`src/sv/ols_pkg.sv`:
```
package ols_pkg;

    localparam int LIST_DEPTH = 64;
    localparam int IDX_W      = (LIST_DEPTH > 1) ? $clog2(LIST_DEPTH) : 1;
    localparam int CNT_W      = $clog2(LIST_DEPTH + 1);
    localparam int POS_W      = 8;
    localparam int CMP_W      = (CNT_W > POS_W) ? CNT_W : POS_W;
    localparam int DATA_W     = 32;
    localparam int MODE_W     = 3;
    localparam int STATUS_W   = 2;
    localparam int LEN_W      = 7;

    typedef enum logic [MODE_W-1:0] {
        MODE_APPEND = 3'd0,
        MODE_GET    = 3'd1,
        MODE_REMOVE = 3'd2,
        MODE_MAX    = 3'd3,
        MODE_CLEAR  = 3'd4
    } mode_t;

    typedef enum logic [STATUS_W-1:0] {
        ST_OK    = 2'd0,
        ST_FULL  = 2'd1,
        ST_RANGE = 2'd2
    } status_t;

    typedef enum logic [1:0] {
        S_IDLE = 2'b01,
        S_SCAN = 2'b10
    } state_t;

    // Broadcast control from the sequencer to every cell in the chain.
    typedef struct packed {
        logic                     append_we;
        logic                     remove_shift;
        logic                     scan_load;
        logic                     scan_mask;
        logic                     scan_shift;
        logic                     scan_max;
        logic signed [DATA_W-1:0] value;
        logic [POS_W-1:0]         position;
        logic [CNT_W-1:0]         count;
    } cell_ctrl_t;

endpackage

```
`src/sv/ols_cell.sv`:
```
module ols_cell (
    input  logic                             clk,
    input  ols_pkg::cell_ctrl_t              ctrl,
    input  logic [ols_pkg::IDX_W-1:0]        idx,
    input  logic signed [ols_pkg::DATA_W-1:0] entry_right,
    input  logic signed [ols_pkg::DATA_W-1:0] scan_right,
    output logic signed [ols_pkg::DATA_W-1:0] entry,
    output logic signed [ols_pkg::DATA_W-1:0] scan
);
    import ols_pkg::*;

    logic signed [DATA_W-1:0] entry_reg, entry_next;
    logic signed [DATA_W-1:0] scan_reg, scan_next;
    logic                     is_tail;
    logic                     at_or_after_pos;
    logic                     below_count;

    assign is_tail         = (CNT_W'(idx) == ctrl.count);
    assign at_or_after_pos = (CMP_W'(idx) >= CMP_W'(ctrl.position));
    assign below_count     = (CNT_W'(idx) < ctrl.count);

    always_comb
    begin
        entry_next = entry_reg;
        if (ctrl.append_we && is_tail)
        begin
            entry_next = ctrl.value;
        end
        else if (ctrl.remove_shift && at_or_after_pos)
        begin
            entry_next = entry_right;
        end
    end

    always_comb
    begin
        scan_next = scan_reg;
        if (ctrl.scan_load)
        begin
            // unused cells enter the max reduction as zero
            scan_next = (ctrl.scan_mask && !below_count) ? '0 : entry_reg;
        end
        else if (ctrl.scan_shift)
        begin
            scan_next = scan_right;
        end
        else if (ctrl.scan_max)
        begin
            scan_next = (scan_right > scan_reg) ? scan_right : scan_reg;
        end
    end

    always_ff @(posedge clk)
    begin
        entry_reg <= entry_next;
        scan_reg  <= scan_next;
    end

    assign entry = entry_reg;
    assign scan  = scan_reg;

endmodule

```
`config.mk`:
```
export PLATFORM = sky130hd
export DESIGN_NAME = ols_cell
export DESIGN_NICKNAME = d
export VERILOG_FILES = /design/src/sv/ols_pkg.sv /design/src/sv/ols_cell.sv
export SDC_FILE = /design/constraint.sdc
export NUM_CORES = 1
export LEC_CHECK = 0
export BUFFER_PORTS_ARGS = -buffer_cell sky130_fd_sc_hd__buf_2
export CAP_MARGIN = 10
export CORE_ASPECT_RATIO = 0.8
export CORE_UTILIZATION = 45
export DETAILED_ROUTE_END_ITERATION = 10
export PLACE_DENSITY_LB_ADDON = 0.25
export RECOVER_POWER = 100
export SETUP_SLACK_MARGIN = 0.2
export SKIP_LAST_GASP = 1
export SLEW_MARGIN = 5
export SYNTH_ARGS = -nofsm -noshare
export SYNTH_HDL_FRONTEND = slang
export SYNTH_SLANG_ARGS = --single-unit
```
`constraint.sdc`:
```
create_clock -name clk -period 5.8 [get_ports clk]
set_clock_uncertainty 0.05 [all_clocks]
set_input_delay 0.29 -clock clk [delete_from_list [all_inputs] [get_ports clk]]
set_output_delay 0.29 -clock clk [all_outputs]
set_load 0.01 [all_outputs]
```
==> summary.txt, run 1 <==
Floorplanning
  – Core Region: between 0.009 and 0.01 mm2
  – Ports: about 190
  – Die ar.: between 0.009 and 0.01 mm2
  – FP Rows: 31
  – Die H: between 80 and 90 um
  – Die width: 110 um
  – Initial Utilization: a little under half

Yosys
  – Unique cell type count in the Yosys netlist: 32
  – Post-synth EDFFs: 64
  – Cell count after synthesis: 404
  – Compound-gate portion of the synthesized area: about 14%
  – Mux cell area share after synthesis: ~8.6%
  – Post-Synth Adder-Cell Area: a little over an eighth
  – Largest family of logic cells by synthesized area: compound AO/OA/AOI/OAI gates
  – Post-synthesis simple-gate area fraction: between 10% and 20%
  – Ys async rst share: 0%
  – Sequential element share of the synthesized area: between 40% and 50%
  – Syn Nets: between 500 and 600
  – Post-synthesis cell area: ~0.0042 mm2
  – Xor/xnor share of the synthesized area: 0%
  – Post-Syn Area per Cell: a little over 10 um2
  – Yosys warns: 0
  – Yosys reg bits: 64
  – Post-synth top flop: edfxtp_1

Power
  – P_leak: 0.00238 uW
  – Switching Fraction: 26.8%
  – P_int: approximately 1100 uW
  – Highest ir drop seen on vdd: about 0.00017 V
  – Psw: 389 uW
  – P per Cell Area: between 200 and 300 mW/mm2
  – Comb power frac: approximately a fifth
  – Clk pwr share: 39.2%
  – Flop pwr share: roughly two fifths

Global routing
  – Largest net degree at the start of global routing: 67
  – GRT Residual Overflow: 0
  – Vias in the first global route: about 3.8k
  – First-pass GRT wire length: approximately 18,000 um
  – Total GRT Usage: between 20% and 30%
  – Initial antenna violation count: 0

STA
  – RSZ-0062 raised after global routing: no
  – Slew Viols, Final: between 60 and 70
  – Setup slack after layout: 1.86 ns
  – Fin Setup TNS: 0 ns
  – Slew @ Worst Pin: around 2.8 ns
  – Slew HR: -87.0%
  – Final min period: between 3 and 4 ns
  – Final hold vios: 0
  – Final setup fails: 0
  – Max Fclk: about 250 MHz
  – Tcrit/Tclk final: roughly two thirds

Clock network
  – Clk sinks: between 60 and 70
  – Total CTS buffers: 9
  – Clock latency on the worst-skew pair: 0.33 ns
  – CTS tree: built
  – Root buf cell: clkbuf_16
  – Cts-stage hold buffer count: 0
  – H-tree depth: 3
  – Clock slew at reported path FFs: 0.05 ns
  – Max clock buf depth: 2
  – Total setup buffers inserted after CTS: 0
  – PostCTS Resize Cnt: 0

Layout
  – Number of nets in the layout: 754
  – Commonest non-fill, non-tap cell in the layout: buf_2
  – Share of cells above drive strength 1: between 20 and 30%
  – Layout area overhead: 29.9%
  – Final Instance Area: ~0.0055 mm2
  – N_diodes: 0
  – Non-Filler Instances: approximately 700
  – Post-layout util: roughly three fifths
  – Most frequent cells in the layout: buf_2 (123), clkbuf_1 (66), edfxtp_1 (64), inv_1 (44), ha_1 (44)

Critical path
  – Startpoint types: input pin
  – R2r startpoint: scan[31]
  – CP arrival: approximately 3.8 ns
  – Worst EP required: 5.67 ns
  – R2R setup slack: 2.10 ns
  – Kind of critical path: in -> reg
  – Reg2Reg Depth: 8
  – CP Capture Type: register
  – Worst-path fanout max: 33
  – Worst Setup SP: idx[1]
  – RR Endpoint: scan[28]

Detailed routing
  – Vias: between 3k and 4k
  – Antenna-violating nets left: 0
  – DR iter-0 viols: roughly 180
  – DR pass1 iterations: 4
  – Drc violations: 0
  – DR vias/cell: ~5.4
  – Final WL: between 10,000 and 15,000 um
  – Routed wire per std cell: between 15 and 20 um

Hold path
  – Hold WC Path Type: in -> reg
  – Hold_sp: entry_right[19]
  – Hold endpoint: entry[19]
  – Hold Path Stages: 2

Run status
  – Outcome: finished, violations left
  – Failing checks: capacitance limit, slew limit

Job
  – Count of maximum capacitance violations: 2

Placed design
  – Cells after DPL: 690
  – Port Buffers: around 190
  – RePlAce Congestion: between 0.8 and 0.9
  – Area after DPL: 0.00525 mm2
  – Dpl hpwl: 8260 um
  – Dpl ws: approximately 2.5 ns
==> worst max path at each step <==
stage | to | slack (ns) | cells past startpoint
after global placement | scan[29] | 2.61 | 8
after floorplan | entry[0] | 1.98 | 8
after CTS | scan[25] | 2.54 | 8
final | entry[20] | 1.86 | 6
after detailed placement | scan[3] | 2.52 | 8
after global routing | entry[15] | 1.43 | 7
==> cell type report <==
class                           instances  area, um2
Sequential cell                        64       1920
Clock buffer                           10        229
Multi-Input combinational cell        276       2030
Fill cell                             823       3580
Clock inverter                          6       83.8
Timing Repair Buffer                  191        882
Tap cell                              115        144
Inverter                               44        165
==> power groups by stage <==
stage	registers [uW]	clock network, uW	logic (uW)
after detailed placement	596	0	309
after floorplan	612	0	157
final	590	569	292
after global routing	594	594	332
after global placement	594	0	297
after CTS	588	579	311
==> critical path, cell delays in order <==
cell and delay (ns):
buf_2 0.11, ha_1 0.28, nand4b_1 0.11, nor2_1 2.07
a21oi_1 0.12, o21ai_2 0.81
==> metrics by stage <==
| step | hold slack [ns] | total power, uW |
|---|---|---|
| floorplan | 0.460 | 770 |
| global placement | 0.541 | 892 |
| detailed placement | 0.544 | 905 |
| CTS | 0.195 | 1480 |
| global route | 0.199 | 1520 |
| finish | 0.206 | 1450 |
==> synth_stat cells, types with 5 or more instances <==
cell type  count  area share [%]
a21o_1         5            0.89
a21oi_1       13             1.5
a31oi_1       33             4.9
buf_2          7            0.83
clkbuf_1      12             1.1
edfxtp_1      64              46
ha_1          44              13
inv_1         44             3.9
mux2_2        32             8.6
nand2_1       40             3.6
nand4_1        8             1.2
nor2_1         5            0.45
nor2b_1       34             5.1
o21ai_0        5            0.60
o21ai_1       31             3.7
==> cells by family (layout without fill, tap and decap cells) <==
kind of cell / after synthesis / in the layout
fa+ha+maj: 44 / 44
flops: 64 / 64
mux: 32 / 32
buf+inv: 64 / 251
compound gates: 101 / 101
simple gates: 99 / 99
==> layer usage <==
| layer | GRT usage (%) | share of wire, % | vias to the layer above |
|---|---|---|---|
| met2 | 42.2 | 48 | 163 |
| met4 | 8.85 | 1.4 | 0 |
| li1 | - | - | 1838 |
| met3 | 7.66 | 8.3 | 17 |
| met1 | 28.5 | 42 | 1772 |
| met5 | 0 | 0 | - |
Note: power is estimated with default switching activity, not from simulation.
==> run 2, diff against run 1 <==
==> constraint.sdc (replaced) <==
create_clock -name clk -period 3.9 [get_ports clk]
set_clock_uncertainty 0.05 [all_clocks]
set_input_delay 0.195 -clock clk [delete_from_list [all_inputs] [get_ports clk]]
set_output_delay 0.195 -clock clk [all_outputs]
set_load 0.01 [all_outputs]
==> summary.txt, run 2 (synthesis gave the netlist of run 1 again) <==
Clock network
  – Cts-stage hold buffer count: 0
  – CTS tree: built
  – Total CTS buffers: 9
  – Clk sinks: 64
  – PostCTS Resize Cnt: 0
  – Root buf cell: clkbuf_16
  – Clock slew at reported path FFs: 0.06 ns
  – Max clock buf depth: 2
  – Total setup buffers inserted after CTS: 0
  – Clock latency on the worst-skew pair: between 0.3 and 0.4 ns
  – H-tree depth: 3

Power
  – P_leak: ~0.0024 uW
  – Psw: 582 uW
  – Clk pwr share: between 40% and 50%
  – Highest ir drop seen on vdd: between 0.0002 and 0.0003 V
  – P per Cell Area: about 420 mW/mm2
  – Tot Pwr: between 2000 and 2500 uW
  – Switching Fraction: roughly a quarter
  – Flop pwr share: 37.9%
  – Comb power frac: between 10% and 20%
  – P_int: between 1500 and 2000 uW

Critical path
  – Worst EP required: approximately 4.0 ns
  – Reg2Reg Depth: 8
  – CP arrival: 3.26 ns
  – Worst-path fanout max: 34
  – CP Capture Type: register
  – Startpoint types: input pin
  – Kind of critical path: in -> reg

Layout
  – Most frequent cells in the layout: buf_2 (122), clkbuf_1 (67), edfxtp_1 (64), inv_1 (44), ha_1 (44)
  – Layout area overhead: 31.7%
  – Share of cells above drive strength 1: approximately 30%
  – N_diodes: 0
  – Number of nets in the layout: ~760
  – Commonest non-fill, non-tap cell in the layout: buf_2

Global routing
  – GRT Residual Overflow: 0
  – First-pass GRT wire length: roughly 17,000 um
  – Total GRT Usage: 23.1%
  – Vias in the first global route: ~3.6k
  – Largest net degree at the start of global routing: 35
  – Initial antenna violation count: 0

STA
  – Tcrit/Tclk final: approximately four fifths
  – Final min period: 3.14 ns
  – Slew HR: -17.5%
  – Fin Setup TNS: 0 ns
  – Slew Viols, Final: 33
  – Slew @ Worst Pin: between 1.5 and 2 ns
  – RSZ-0062 raised after global routing: no
  – Final setup fails: 0
  – Final hold vios: 0
  – Max Fclk: 318 MHz

Detailed routing
  – Routed wire per std cell: between 15 and 20 um
  – DR iter-0 viols: about 110
  – DR pass1 iterations: 4
  – Antenna-violating nets left: 0
  – Final WL: around 11,000 um
  – DR vias/cell: 5.16
  – Vias: approximately 3.7k
  – Drc violations: 0

Placed design
  – RePlAce Congestion: around 0.84
  – Port Buffers: between 150 and 200
  – Dpl hpwl: 7980 um

Run status
  – Outcome: finished, violations left
  – Failing checks: capacitance limit, slew limit

Floorplanning
  – FP Rows: 31
  – Die width: about 110 um
  – Core Region: about 0.0090 mm2
  – Die H: just under 90 um
  – Initial Utilization: approximately 46%
  – Ports: approximately 190
  – Die ar.: a little under 0.01 mm2

Hold path
  – Hold Path Stages: 2
  – Hold WC Path Type: in -> reg

Job
  – Count of maximum capacitance violations: 1
-- run 2: cell count changes in the layout (fill, tap and decap cells not counted), moves of 2 or more --
cell and change:
o21ai_0 -3, o21ai_1 +3, bufinv_16 +2, clkinvlp_4 -2
-- run 2: critical path, stage by stage --
cell and delay [ns]:
clkbuf_1 1.04, clkbuf_1 1.06, nor2b_2 0.31, buf_4 0.35
nand2_1 0.09, o21ai_0 0.19
-- run 2: final cells by class --
cell class,instances,area [um2]
Fill cell,797,3500
Clock buffer,9,225
Tap cell,115,144
Inverter,44,165
Multi-Input combinational cell,276,2030
Sequential cell,64,1920
Timing Repair Buffer,193,905
Clock inverter,7,143
-- run 2: power groups by stage --
stage	registers [uW]	logic [uW]	clock network [uW]
final	872	434	993
after global routing	880	494	1030
after CTS	869	462	1010
after detailed placement	883	459	0
after global placement	879	448	0
after floorplan	910	234	0
-- run 2: path summary, 6_finish.rpt --
path | endpoint | startpoint | slack [ns]
max | scan[22] | ctrl[50] | 0.76
min | entry[7] | entry_right[7] | 0.11
max reg2reg | scan[8] | scan[31] | 0.82
min reg2reg | scan[12] | entry[12] | 0.56
-- run 2: stage by stage --
step                cell area (um2)  cells  hold slack [ns]  utilization [%]  setup slack, ns
detailed placement             5280    692            0.449             58.4            0.885
CTS                            5640    708           0.0958             62.4            0.876
floorplan                      4200    404            0.365                -             1.01
global route                   5530    708           0.0931             61.2            0.438
global placement               5280    692            0.444             58.4            0.960
finish                         5530    708            0.109             61.2            0.757
-- run 2: layer usage --
metal	global-route usage (%)	vias up	wire length (um)	share of wire, %
li1	-	1844	-	-
met1	29.0	1651	4700	43
met2	37.3	150	5110	47
met3	8.47	10	987	9.1
met4	7.15	0	100	0.92
met5	0	-	0	0
